===== config.mk =====
export PLATFORM = sky130hd
export DESIGN_NAME = skid_steer_track_command_mixer
export DESIGN_NICKNAME = d
export VERILOG_FILES = /design/src/rtl/core/ssm_pkg.sv /design/src/rtl/core/skid_steer_track_command_mixer.sv /design/src/rtl/core/ssm_ctrl.sv /design/src/rtl/core/ssm_dp.sv
export SDC_FILE = /design/constraint.sdc
export NUM_CORES = 2
export LEC_CHECK = 0
export ABC_AREA = 0
export ABC_CLOCK_PERIOD_IN_PS = 24400
export BUFFER_PORTS_ARGS = -buffer_cell sky130_fd_sc_hd__buf_2
export CAP_MARGIN = 0
export CORE_ASPECT_RATIO = 1.5
export CORE_UTILIZATION = 25
export DETAILED_ROUTE_END_ITERATION = 7
export PLACE_DENSITY_LB_ADDON = 0.15
export SETUP_SLACK_MARGIN = 0.1
export SLEW_MARGIN = 30
export SYNTH_ARGS = -nofsm -noshare
export SYNTH_HDL_FRONTEND = slang
export SYNTH_SLANG_ARGS = --single-unit

===== constraint.sdc =====
create_clock -name i_clk -period 24.4 [get_ports i_clk]
set_clock_uncertainty 0.15 [all_clocks]
set_input_delay 1.22 -clock i_clk [delete_from_list [all_inputs] [get_ports i_clk]]
set_output_delay 1.22 -clock i_clk [all_outputs]
set_load 0.02 [all_outputs]

===== src/rtl/core/ssm_pkg.sv =====
// Shared types and constants for the skid-steer track command mixer.
`default_nettype none
package ssm_pkg;

    localparam int unsigned CFG_IDX_W   = 3;
    localparam int unsigned CFG_DATA_W  = 24;

    localparam logic [CFG_IDX_W-1:0] CFG_SPEED_LIM = 3'd0;
    localparam logic [CFG_IDX_W-1:0] CFG_HALF_SEP  = 3'd1;
    localparam logic [CFG_IDX_W-1:0] CFG_MAX_TURN  = 3'd2;
    localparam logic [CFG_IDX_W-1:0] CFG_GAIN      = 3'd3;
    localparam logic [CFG_IDX_W-1:0] CFG_TIMEOUT   = 3'd4;

    typedef struct packed {
        logic load_in;
        logic mix1;
        logic mix2;
        logic mix3;
        logic mul_l;
        logic mul_r;
        logic upd;
        logic tick;
        logic frame_load;
        logic frame_adv;
        logic out_clear;
    } t_dp_cmd;

    typedef struct packed {
        logic taken;
        logic last;
    } t_dp_stat;

endpackage
`default_nettype wire


===== src/rtl/core/skid_steer_track_command_mixer.sv =====
// Top level of the skid-steer track command mixer.
//
//  channel | dir | handshake                 | word
//  --------+-----+---------------------------+-----------------------------------
//  in      | in  | i_in_valid / o_in_stall   | action, linear_mm_s, angular_mrad_s
//  out     | out | o_out_valid / i_out_stall | can_id, data bytes 0..3, last_frame
//  cfg     | in  | i_cfg_we                  | i_cfg_idx, i_cfg_data
//
//  One word at a time. A velocity command steps through clamp and offset
//  multiply, reciprocal multiply for the divide by 1000, correction and mix,
//  then one shared throttle multiplier used once per track, then the update.
//  A tick updates the tick count, loads the first of five frames and advances on each take.
//  Output stall holds the current frame; the input stalls until it is done.
//  Reset restores the register defaults and clears tracks and tick count.
`default_nettype none
module skid_steer_track_command_mixer (
    input  wire logic                            i_clk,
    input  wire logic                            i_rst_n,
    input  wire logic                            i_cfg_we,
    input  wire logic [ssm_pkg::CFG_IDX_W-1:0]   i_cfg_idx,
    input  wire logic [ssm_pkg::CFG_DATA_W-1:0]  i_cfg_data,
    input  wire logic                            i_in_valid,
    output logic                                 o_in_stall,
    input  wire logic                            i_action,
    input  wire logic signed [15:0]              i_linear_mm_s,
    input  wire logic signed [15:0]              i_angular_mrad_s,
    output logic                                 o_out_valid,
    input  wire logic                            i_out_stall,
    output logic [28:0]                          o_can_id,
    output logic [7:0]                           o_data_byte0,
    output logic [7:0]                           o_data_byte1,
    output logic [7:0]                           o_data_byte2,
    output logic [7:0]                           o_data_byte3,
    output logic                                 o_last_frame
);
    import ssm_pkg::*;

    t_dp_cmd  cmd;
    t_dp_stat stat;

    ssm_ctrl u_ctrl (
        .i_clk      (i_clk),
        .i_rst_n    (i_rst_n),
        .i_in_valid (i_in_valid),
        .i_action   (i_action),
        .i_stat     (stat),
        .o_in_stall (o_in_stall),
        .o_cmd      (cmd)
    );

    ssm_dp u_dp (
        .i_clk            (i_clk),
        .i_rst_n          (i_rst_n),
        .i_cfg_we         (i_cfg_we),
        .i_cfg_idx        (i_cfg_idx),
        .i_cfg_data       (i_cfg_data),
        .i_linear_mm_s    (i_linear_mm_s),
        .i_angular_mrad_s (i_angular_mrad_s),
        .i_out_stall      (i_out_stall),
        .i_cmd            (cmd),
        .o_stat           (stat),
        .o_out_valid      (o_out_valid),
        .o_can_id         (o_can_id),
        .o_data_byte0     (o_data_byte0),
        .o_data_byte1     (o_data_byte1),
        .o_data_byte2     (o_data_byte2),
        .o_data_byte3     (o_data_byte3),
        .o_last_frame     (o_last_frame)
    );

endmodule
`default_nettype wire


===== src/rtl/core/ssm_ctrl.sv =====
// Sequencer for command mixing and tick frame emission.
`default_nettype none
module ssm_ctrl (
    input  wire logic             i_clk,
    input  wire logic             i_rst_n,
    input  wire logic             i_in_valid,
    input  wire logic             i_action,
    input  wire ssm_pkg::t_dp_stat i_stat,
    output logic                  o_in_stall,
    output ssm_pkg::t_dp_cmd      o_cmd
);
    import ssm_pkg::*;

    typedef enum logic [8:0] {
        S_IDLE = 9'b000000001,
        S_MIX1 = 9'b000000010,
        S_MIX2 = 9'b000000100,
        S_MIX3 = 9'b000001000,
        S_MULL = 9'b000010000,
        S_MULR = 9'b000100000,
        S_UPD  = 9'b001000000,
        S_TICK = 9'b010000000,
        S_EMIT = 9'b100000000
    } t_state;

    t_state r_state;
    t_state n_state;
    logic   accept;

    assign o_in_stall = (r_state != S_IDLE);
    assign accept     = i_in_valid && (r_state == S_IDLE);

    always_comb begin
        n_state = r_state;
        o_cmd   = '0;
        unique case (r_state)
            S_IDLE: begin
                if (accept) begin
                    o_cmd.load_in = 1'b1;
                    n_state       = i_action ? S_TICK : S_MIX1;
                end
            end
            S_MIX1: begin
                o_cmd.mix1 = 1'b1;
                n_state    = S_MIX2;
            end
            S_MIX2: begin
                o_cmd.mix2 = 1'b1;
                n_state    = S_MIX3;
            end
            S_MIX3: begin
                o_cmd.mix3 = 1'b1;
                n_state    = S_MULL;
            end
            S_MULL: begin
                o_cmd.mul_l = 1'b1;
                n_state     = S_MULR;
            end
            S_MULR: begin
                o_cmd.mul_r = 1'b1;
                n_state     = S_UPD;
            end
            S_UPD: begin
                o_cmd.upd = 1'b1;
                n_state   = S_IDLE;
            end
            S_TICK: begin
                o_cmd.tick       = 1'b1;
                o_cmd.frame_load = 1'b1;
                n_state          = S_EMIT;
            end
            S_EMIT: begin
                if (i_stat.taken) begin
                    if (i_stat.last) begin
                        o_cmd.out_clear = 1'b1;
                        n_state         = S_IDLE;
                    end else begin
                        o_cmd.frame_adv = 1'b1;
                    end
                end
            end
            default: begin
                n_state = S_IDLE;
            end
        endcase
    end

    always_ff @(posedge i_clk) begin
        if (!i_rst_n) begin
            r_state <= S_IDLE;
        end else begin
            r_state <= n_state;
        end
    end

endmodule
`default_nettype wire


===== src/rtl/core/ssm_dp.sv =====
// Datapath: registers, clamp and mix arithmetic, track state and frame output.
`default_nettype none
module ssm_dp (
    input  wire logic                            i_clk,
    input  wire logic                            i_rst_n,
    input  wire logic                            i_cfg_we,
    input  wire logic [ssm_pkg::CFG_IDX_W-1:0]   i_cfg_idx,
    input  wire logic [ssm_pkg::CFG_DATA_W-1:0]  i_cfg_data,
    input  wire logic signed [15:0]              i_linear_mm_s,
    input  wire logic signed [15:0]              i_angular_mrad_s,
    input  wire logic                            i_out_stall,
    input  wire ssm_pkg::t_dp_cmd                i_cmd,
    output ssm_pkg::t_dp_stat                    o_stat,
    output logic                                 o_out_valid,
    output logic [28:0]                          o_can_id,
    output logic [7:0]                           o_data_byte0,
    output logic [7:0]                           o_data_byte1,
    output logic [7:0]                           o_data_byte2,
    output logic [7:0]                           o_data_byte3,
    output logic                                 o_last_frame
);
    import ssm_pkg::*;

    localparam logic [17:0] RECIP_1000 = 18'd134217;
    localparam int unsigned RECIP_SH   = 27;
    localparam logic [7:0]  THR_MAX    = 8'd250;
    localparam logic [1:0]  DIR_STOP   = 2'd0;
    localparam logic [1:0]  DIR_FWD    = 2'd1;
    localparam logic [1:0]  DIR_REV    = 2'd2;

    localparam logic [2:0]  FRM_ENABLE = 3'd0;
    localparam logic [2:0]  FRM_HYDR   = 3'd1;
    localparam logic [2:0]  FRM_VALVE  = 3'd2;
    localparam logic [2:0]  FRM_LEFT   = 3'd3;
    localparam logic [2:0]  FRM_RIGHT  = 3'd4;

    localparam logic [28:0] ID_ENABLE  = 29'h201;
    localparam logic [28:0] ID_HYDR    = 29'h301;
    localparam logic [28:0] ID_VALVE   = 29'h302;
    localparam logic [28:0] ID_LEFT    = 29'h0CFE3206;
    localparam logic [28:0] ID_RIGHT   = 29'h0CFE3306;

    function automatic logic [7:0] thr_of(input logic [41:0] p, input logic zero);
        logic [25:0] t;
        t = p[41:16];
        if (zero) begin
            thr_of = 8'd0;
        end else if (t > {18'd0, THR_MAX}) begin
            thr_of = THR_MAX;
        end else if (t == 26'd0) begin
            thr_of = 8'd1;
        end else begin
            thr_of = t[7:0];
        end
    endfunction

    function automatic logic [1:0] dir_of(input logic signed [18:0] s);
        if (s == 19'sd0) begin
            dir_of = DIR_STOP;
        end else if (s[18]) begin
            dir_of = DIR_REV;
        end else begin
            dir_of = DIR_FWD;
        end
    endfunction

    logic [11:0] r_speed_lim;
    logic [11:0] r_half_sep;
    logic [14:0] r_max_turn;
    logic [23:0] r_gain;
    logic [15:0] r_timeout;

    logic signed [15:0] r_lin;
    logic signed [15:0] r_ang;
    logic signed [12:0] r_v;
    logic               r_wneg;
    logic [26:0]        r_prod;
    logic [17:0]        r_qe;
    logic signed [18:0] r_vl;
    logic signed [18:0] r_vr;
    logic [41:0]        r_pl;
    logic [41:0]        r_pr;

    logic [7:0]  r_left_thr;
    logic [1:0]  r_left_dir;
    logic [7:0]  r_right_thr;
    logic [1:0]  r_right_dir;
    logic [15:0] r_ticks;

    logic        r_out_valid;
    logic [2:0]  r_frame;
    logic [28:0] r_can_id;
    logic [7:0]  r_b0;
    logic [7:0]  r_b1;
    logic [7:0]  r_b2;
    logic [7:0]  r_b3;
    logic        r_last;

    // clamp
    logic signed [16:0] lin_x;
    logic signed [16:0] ang_x;
    logic signed [16:0] lim_v;
    logic signed [16:0] lim_w;
    logic signed [16:0] v_c;
    logic signed [16:0] w_c;
    logic signed [16:0] w_abs;

    // divide by 1000 and mix
    logic [44:0]        recip_prod;
    logic [27:0]        q1000;
    logic [27:0]        rem;
    logic [17:0]        d_mag;
    logic signed [18:0] d_s;
    logic signed [18:0] v_x;

    // throttle multiply
    logic signed [18:0] vl_abs;
    logic signed [18:0] vr_abs;
    logic [17:0]        mul_a;
    logic [41:0]        mul_p;

    // tick
    logic [15:0] n_ticks;

    // frame select
    logic [2:0]  n_frame;
    logic [28:0] f_id;
    logic [7:0]  f_b0;
    logic [7:0]  f_b1;
    logic [7:0]  f_b2;
    logic [7:0]  f_b3;
    logic        f_last;

    always_comb begin
        lin_x = {r_lin[15], r_lin};
        ang_x = {r_ang[15], r_ang};
        lim_v = $signed({5'd0, r_speed_lim});
        lim_w = $signed({2'd0, r_max_turn});
        priority if (lin_x > lim_v) begin
            v_c = lim_v;
        end else if (lin_x < -lim_v) begin
            v_c = -lim_v;
        end else begin
            v_c = lin_x;
        end
        priority if (ang_x > lim_w) begin
            w_c = lim_w;
        end else if (ang_x < -lim_w) begin
            w_c = -lim_w;
        end else begin
            w_c = ang_x;
        end
        w_abs = w_c[16] ? -w_c : w_c;
    end

    always_comb begin
        recip_prod = {18'd0, r_prod} * {27'd0, RECIP_1000};
        q1000      = {10'd0, r_qe} * 28'd1000;
        rem        = {1'b0, r_prod} - q1000;
        d_mag      = r_qe + {17'd0, (rem >= 28'd1000)};
        d_s        = r_wneg ? -$signed({1'b0, d_mag}) : $signed({1'b0, d_mag});
        v_x        = {{6{r_v[12]}}, r_v};
    end

    always_comb begin
        vl_abs = r_vl[18] ? -r_vl : r_vl;
        vr_abs = r_vr[18] ? -r_vr : r_vr;
        mul_a  = i_cmd.mul_r ? vr_abs[17:0] : vl_abs[17:0];
        mul_p  = {24'd0, mul_a} * {18'd0, r_gain};
    end

    assign n_ticks = (r_ticks != 16'hFFFF) ? (r_ticks + 16'd1) : r_ticks;

    always_comb begin
        n_frame = i_cmd.frame_load ? FRM_ENABLE : (r_frame + 3'd1);
        f_id    = ID_ENABLE;
        f_b0    = 8'h00;
        f_b1    = 8'h00;
        f_b2    = 8'h00;
        f_b3    = 8'h00;
        f_last  = 1'b0;
        unique case (n_frame)
            FRM_ENABLE: begin
                f_id = ID_ENABLE;
                f_b3 = 8'h01;
            end
            FRM_HYDR: begin
                f_id = ID_HYDR;
                f_b0 = 8'h01;
            end
            FRM_VALVE: begin
                f_id = ID_VALVE;
                f_b0 = 8'hB0;
                f_b1 = 8'h04;
            end
            FRM_LEFT: begin
                f_id = ID_LEFT;
                f_b0 = r_left_thr;
                f_b2 = {6'd0, r_left_dir};
            end
            FRM_RIGHT: begin
                f_id   = ID_RIGHT;
                f_b0   = r_right_thr;
                f_b2   = {6'd0, r_right_dir};
                f_last = 1'b1;
            end
            default: begin
                f_id = ID_ENABLE;
            end
        endcase
    end

    always_ff @(posedge i_clk) begin
        if (!i_rst_n) begin
            r_speed_lim <= 12'd500;
            r_half_sep  <= 12'd1293;
            r_max_turn  <= 15'd387;
            r_gain      <= 24'd32768;
            r_timeout   <= 16'd10;
        end else if (i_cfg_we) begin
            unique case (i_cfg_idx)
                CFG_SPEED_LIM: r_speed_lim <= i_cfg_data[11:0];
                CFG_HALF_SEP:  r_half_sep  <= i_cfg_data[11:0];
                CFG_MAX_TURN:  r_max_turn  <= i_cfg_data[14:0];
                CFG_GAIN:      r_gain      <= i_cfg_data[23:0];
                CFG_TIMEOUT:   r_timeout   <= i_cfg_data[15:0];
                default: begin
                end
            endcase
        end
    end

    always_ff @(posedge i_clk) begin
        if (i_cmd.load_in) begin
            r_lin <= i_linear_mm_s;
            r_ang <= i_angular_mrad_s;
        end
        if (i_cmd.mix1) begin
            r_v    <= v_c[12:0];
            r_wneg <= w_c[16];
            r_prod <= {12'd0, w_abs[14:0]} * {15'd0, r_half_sep};
        end
        if (i_cmd.mix2) begin
            r_qe <= recip_prod[RECIP_SH +: 18];
        end
        if (i_cmd.mix3) begin
            r_vl <= v_x - d_s;
            r_vr <= v_x + d_s;
        end
        if (i_cmd.mul_l) begin
            r_pl <= mul_p;
        end
        if (i_cmd.mul_r) begin
            r_pr <= mul_p;
        end
        if (i_cmd.frame_load || i_cmd.frame_adv) begin
            r_frame  <= n_frame;
            r_can_id <= f_id;
            r_b0     <= f_b0;
            r_b1     <= f_b1;
            r_b2     <= f_b2;
            r_b3     <= f_b3;
            r_last   <= f_last;
        end
    end

    always_ff @(posedge i_clk) begin
        if (!i_rst_n) begin
            r_left_thr  <= 8'd0;
            r_left_dir  <= DIR_STOP;
            r_right_thr <= 8'd0;
            r_right_dir <= DIR_STOP;
            r_ticks     <= 16'd0;
            r_out_valid <= 1'b0;
        end else begin
            if (i_cmd.upd) begin
                r_ticks     <= 16'd0;
                r_left_thr  <= thr_of(r_pl, (r_vl == 19'sd0));
                r_left_dir  <= dir_of(r_vl);
                r_right_thr <= thr_of(r_pr, (r_vr == 19'sd0));
                r_right_dir <= dir_of(r_vr);
            end
            if (i_cmd.tick) begin
                r_ticks <= n_ticks;
                if (n_ticks > r_timeout) begin
                    r_left_thr  <= 8'd0;
                    r_left_dir  <= DIR_STOP;
                    r_right_thr <= 8'd0;
                    r_right_dir <= DIR_STOP;
                end
            end
            if (i_cmd.frame_load) begin
                r_out_valid <= 1'b1;
            end else if (i_cmd.out_clear) begin
                r_out_valid <= 1'b0;
            end
        end
    end

    assign o_stat.taken = r_out_valid && !i_out_stall;
    assign o_stat.last  = (r_frame == FRM_RIGHT);

    assign o_out_valid  = r_out_valid;
    assign o_can_id     = r_can_id;
    assign o_data_byte0 = r_b0;
    assign o_data_byte1 = r_b1;
    assign o_data_byte2 = r_b2;
    assign o_data_byte3 = r_b3;
    assign o_last_frame = r_last;

endmodule
`default_nettype wire

# Word-level counts from Yosys, hierarchy flattened
# Cells that the tools add are included.
dict set report op_classes {
  addsub 12
  n_mul 4
  order_cmp 8
  n_eq_ne 23
  mux 61
  n_reduce_logical 18
}
# cell n
set op_table {}
lappend op_table {{$pmux 28 s4} 1}
lappend op_table {{$mux 8} 13}
lappend op_table {{$pmux 9 s8} 1}
lappend op_table {{$mux 18} 3}
lappend op_table {{$gt 26x8->1 const B} 2}
lappend op_table {{$logic_not 26->1} 2}
lappend op_table {{$mux 16} 3}
lappend op_table {{$mul 27x18->45 const B} 1}
lappend op_table {{$mul 18x24->42} 1}
lappend op_table {{$logic_not 19->1} 2}
lappend op_table {{$neg 18->18} 2}
lappend op_table {{$lt 16x17->1} 2}
lappend op_table {{$mux 17} 2}
lappend op_table {{$gt 16x16->1} 2}
lappend op_table {{$pmux 8 s4} 1}
lappend op_table {{$ge 28x10->1 const B} 1}
lappend op_table {{$sub 27x28->28} 1}
lappend op_table {{$mul 15x12->27} 1}
lappend op_table {{$mux 9} 3}
lappend op_table {{$mux 2} 13}
lappend op_table {{$mul 18x7->25 const B} 1}
lappend op_table {{$add 13x19->19} 1}
lappend op_table {{$mux 19} 1}
lappend op_table {{$neg 18->19} 1}
lappend op_table {{other kinds (37)} 65}
dict set report word_totals {
  reg_bits 403
  output_inout_bits 64
}

# Logic depth before layout (Yosys ltp)
dict set report depth {
  depth_word 7
  mapped_depth 47
  mapped_depth_nobuf 47
}

# Hierarchy
# From an unflattened synthesis, not the netlist that was laid out.
dict set report unflattened {
  cells_unflattened 5176
  area_unflattened_um2 46814.9
}
# module n_inst cells_each area_each_um2 seq_area_each_um2
set modules_own_cells {}
lappend modules_own_cells {ssm_dp 1 5104 46228.1 8328.0}
lappend modules_own_cells {ssm_ctrl 1 72 586.8 180.2}

# Worst setup path after synthesis
# OpenSTA, ideal clock, no wires.
dict set report synth_timing {
  path_kind {reg-to-reg}
  start {register u_dp.r_max_turn[0]}
  end {register u_dp.r_prod[26] (data pin)}
  setup_time_ns 0.261
  arrival_ns 10.289
  required_ns 23.989
  setup_slack_ns 13.700
  stages_incl_launch_ff 40
  path_buffers 3
  period_less_slack_ns 10.700
  cell_sequence {dfxtp_1 inv_1 ha_1 or3b_4 or3_4 or4_4 nor4_2 nor2_1 or2_2 ha_1 a21o_1 a211o_1 nor3b_2 nand3_1 nand3_2 buf_6 nor2_1 mux2i_1 [... 4 more ...] nand2_1 a311oi_1 fa_1 fa_1 fa_1 fa_1 inv_1 fa_1 ha_1 or2_2 a21oi_1 a31oi_1 a211o_1 a21oi_1 o21ai_0 a21oi_1 o21ai_0 xnor2_1}
}
dict set report synth_between {
  elab_chain_len 7
  word_cells_on_any_way 8
}
# element line_no
set synth_rtl {}
lappend synth_rtl {{from (decl)} ssm_dp.sv:69} ;# logic [14:0] r_max_turn;
lappend synth_rtl {{from (signal assigned)} ssm_dp.sv:224} ;# CFG_MAX_TURN: r_max_turn <= i_cfg_data[14:0];
lappend synth_rtl {{$neg 15->17} {ssm_dp.sv:148, ssm_dp.sv:149}}
lappend synth_rtl {{$lt 16x17->1} ssm_dp.sv:148} ;# end else if (ang_x < -lim_w) begin
lappend synth_rtl {{$mux 17} ssm_dp.sv:148}
lappend synth_rtl {{$mux 17 *} ssm_dp.sv:146} ;# priority if (ang_x > lim_w) begin
lappend synth_rtl {{$neg 15->15} ssm_dp.sv:153} ;# w_abs = w_c[16] ? -w_c : w_c;
lappend synth_rtl {{$mux 15 *} ssm_dp.sv:153}
lappend synth_rtl {{$mul 15x12->27 *} ssm_dp.sv:241} ;# r_prod <= {12'd0, w_abs[14:0]} * {15'd0, r_half_sep};
lappend synth_rtl {{to (signal assigned)} ssm_dp.sv:241}
lappend synth_rtl {{to (decl)} ssm_dp.sv:77} ;# logic [26:0] r_prod;
# Every way passes the cells marked *; elsewhere a longest branch is shown, timed or not.
# A chain may end at the register's enable or synchronous reset.

# Worst setup path in the final report
# Same ends and word-level chain as after synthesis.

==> results.json <==
{
  "grt_max_degree": 61,
  "final_max_slew_viol_count": 0,
  "synth.yosys.warnings": 0,
  "row_count": 198,
  "slew_headroom_pct": 29.83,
  "drc": 0,
  "final_cell_count_no_fill": 8078,
  "crit_family": "simple AND/OR/NAND/NOR gates",
  "drt-total-wl_um": 152500,
  "grt_overflow": 0,
  "path_clk_slew_ns": 0.06,
  "die_h_um": 542.7,
  "worst_pin_slew_ns": 1.051,
  "setup_viol": 0,
  "start_kind": "flop",
  "postCtsSetupRepairBufs": 0,
  "gp_congestion": 0.8150,
  "cts.repair.resized": 0,
  "critPathSlowestCell": "nand4_1",
  "slowest_delay_ns": 0.87,
  "crit_type": "flop to flop",
  "fin_crit_ns": 12.34,
  "syn_area_um2": 48730,
  "fmax_ghz": 0.08106,
  "htree_levels": 2,
  "io_pins": 129,
  "fin_crit_sh_pct": 50.56,
  "nFillCells": 20990,
  "p_per_area_nw_per_um2": 83.59,
  "cap_violations": 0,
  "yosysTopAreaCellShare_pct": 25.72,
  "seq_area_um2": 8508,
  "clock_sinks": 325,
  "worstPathArrival_ns": 12.54,
  "die_area_um2": 196700,
  "ys_seq_elements": 325,
  "crit_path_end_kind": "flop",
  "synth_area_per_cell_um2": 8.939,
  "clock-root-buffer": "clkbuf_16",
  "cts_hold_buf": 0,
  "yosys-top-cells-area": "fa_1 (26%), ha_1 (15%), edfxtp_1 (12%)",
  "status": "finished clean",
  "grtUsageTotal_pct": 15.72,
  "yosysTopAreaCell": "fa_1",
  "insertion_delay_ns": 0.64,
  "drtAntennaViolNets": 0,
  "yosysSeqAreaShare_pct": 17.46,
  "dp_hpwl_um": 122000,
  "drive_gt1_share_pct": 6.676,
  "drt_iter0_drc": 1628,
  "num_vias": 36890,
  "synthMostInstantiatedCell": "inv_1",
  "synth-async-reset-ratio_pct": 0,
  "p_leak_nw": 24.75,
  "cts.path.max_buffers": 3,
  "fp.coreArea_um2": 193700,
  "required_ns": 24.60,
  "cp_max_fo": 31,
  "die_x_um": 362.5,
  "path_common_cell": "fa_1",
  "cts_buffers": 44,
  "avgRoutedWirePerCell_um": 18.88,
  "nNetsFinal": 6702,
  "cts_tree": "yes",
  "port_buffers": 94,
  "syn2layout_area_growth_pct": 10.52,
  "rsz0062_at_grt": "no",
  "total_power_mw": 4.501,
  "ir_worst_vdd_uv": 158.0,
  "synth_flop_cell": "edfxtp_1",
  "hold_class": "flop to flop",
  "synth_edf_count": 200,
  "multi_input_area_um2": 35630,
  "synth_common_cells": "inv_1 (942), nand2_1 (757), fa_1 (626)",
  "viasPerCell": 4.566,
  "finalSetupTns_ns": 0,
  "synthCells": 5451,
  "initial_core_util_pct": 25.15,
  "antenna_found_initial": 20,
  "grt_pass1_vias": 39870,
  "first_pass_iters": 8,
  "grt_pass1_wl_um": 237900,
  "synth_cell_types": 103,
  "dp_cells": 7982,
  "finalHoldViolations": 0,
  "critPathBufInv": 2
}
==> flip-flops by register name (all words and copies together), names as in the netlist, 13 cells and up <==
name             flops
u_dp.r_prod         27
u_dp.r_pl           26
u_dp.r_pr           26
u_dp.r_gain         24
u_dp.r_vr           19
u_dp.r_qe           18
u_dp.r_vl           18
u_dp.r_ang          16
u_dp.r_lin          16
u_dp.r_ticks        16
u_dp.r_timeout      16
u_dp.r_max_turn     15
u_dp.r_v            13
==> area by class of cell <==
| cell class | count | share of cell area, % |
|---|---|---|
| Multi-Input combinational cell | 3922 | 66.17 |
| Sequential cell | 325 | 15.80 |
| Inverter | 943 | 6.573 |
| Tap cell | 2600 | 6.041 |
| Timing Repair Buffer | 197 | 2.521 |
| Clock buffer | 55 | 2.258 |
| Clock inverter | 25 | 0.5832 |
| Antenna cell | 11 | 0.05112 |
==> cell usage in the layout (no fill, tap or decap), types with 30 or more instances in the layout <==
| master | count |
|---|---|
| a21boi_0 | 81 |
| a21o_1 | 52 |
| a21oi_1 | 189 |
| and2_1 | 150 |
| and3_1 | 34 |
| buf_2 | 93 |
| buf_4 | 97 |
| clkbuf_16 | 47 |
| conb_1 | 34 |
| dfxtp_1 | 125 |
| edfxtp_1 | 200 |
| fa_1 | 626 |
| ha_1 | 578 |
| inv_1 | 942 |
| mux2i_1 | 30 |
| nand2_1 | 757 |
| nand2b_1 | 68 |
| nand3_1 | 125 |
| nand4_1 | 37 |
| nor2_1 | 192 |
| nor2b_1 | 46 |
| nor3_1 | 75 |
| nor4_1 | 32 |
| o211ai_1 | 32 |
| o21a_1 | 37 |
| o21ai_0 | 122 |
| o22ai_1 | 35 |
| xnor2_1 | 150 |
| xor2_1 | 73 |
==> per-stage QoR <==
| step | cell area (um2) | setup WS (ns) | hold WS [ns] | util, % |
|---|---|---|---|---|
| after global placement | 52100 | 12.20 | 0.2927 | 26.89 |
| after global routing | 53830 | 11.34 | 0.3152 | 27.78 |
| after detailed placement | 52160 | 12.16 | 0.2962 | 26.93 |
| after CTS | 53690 | 12.09 | 0.3044 | 27.72 |
| after floorplan | 48850 | 13.70 | 0.2784 | - |
| final | 53850 | 12.06 | 0.3028 | 27.80 |
==> path summary, 6_finish.rpt <==
path	cells past startpoint	slack, ns	end	start
worst min-delay path	2	0.30	u_dp.r_right_dir[0]	u_dp.r_right_dir[0]
worst max register to register	35	12.06	u_dp.r_prod[26]	u_dp.r_max_turn[0]
worst min register to register	2	0.30	u_dp.r_right_dir[0]	u_dp.r_right_dir[0]
worst max-delay path	35	12.06	u_dp.r_prod[26]	u_dp.r_max_turn[0]
==> kinds of logic (layout without fill, tap and decap cells) <==
| kind of cell | after synthesis | after routing | synth area share [%] |
|---|---|---|---|
| buffers and inverters | 1236 | 1220 | 10.10 |
| and+or+nand+nor | 1624 | 1624 | 15.86 |
| AOI/OAI and AO/OA | 777 | 777 | 10.66 |
| xor gates and xnor gates | 223 | 223 | 4.008 |
| adders and majority gates | 1204 | 1204 | 40.56 |
| DFF | 325 | 325 | 17.46 |
| other | 2 | 45 | 0.01541 |
| muxes | 60 | 60 | 1.333 |
==> report_power, final <==
group	total [mW]	internal [mW]	switching (mW)	leakage, nW
Combinational	3.05	1.24	1.81	21.2
Clock	0.700	0.412	0.288	0.741
Sequential	0.748	0.730	0.0185	2.85
Total	4.50	2.38	2.12	24.8
==> worst reg2reg max path, delay by kind of cell (launching register included) <==
family                     cells  cell delay (ns)
DFF                            1             0.35
adders and majority gates      8             3.47
buffers and inverters          2             0.17
and+or+nand+nor               12             4.22
xor gates and xnor gates       1             0.14
AOI/OAI and AO/OA             12             3.56
==> layer usage <==
metal  routed length, um  up-vias  GRT usage (%)
met4                4741        8          4.806
li1                    -    17620              -
met3                4622      172          1.723
met2               84350      535          30.84
met5                  46        -              0
met1               58750    18550          17.34
Note: power is estimated with default switching activity, not from simulation.
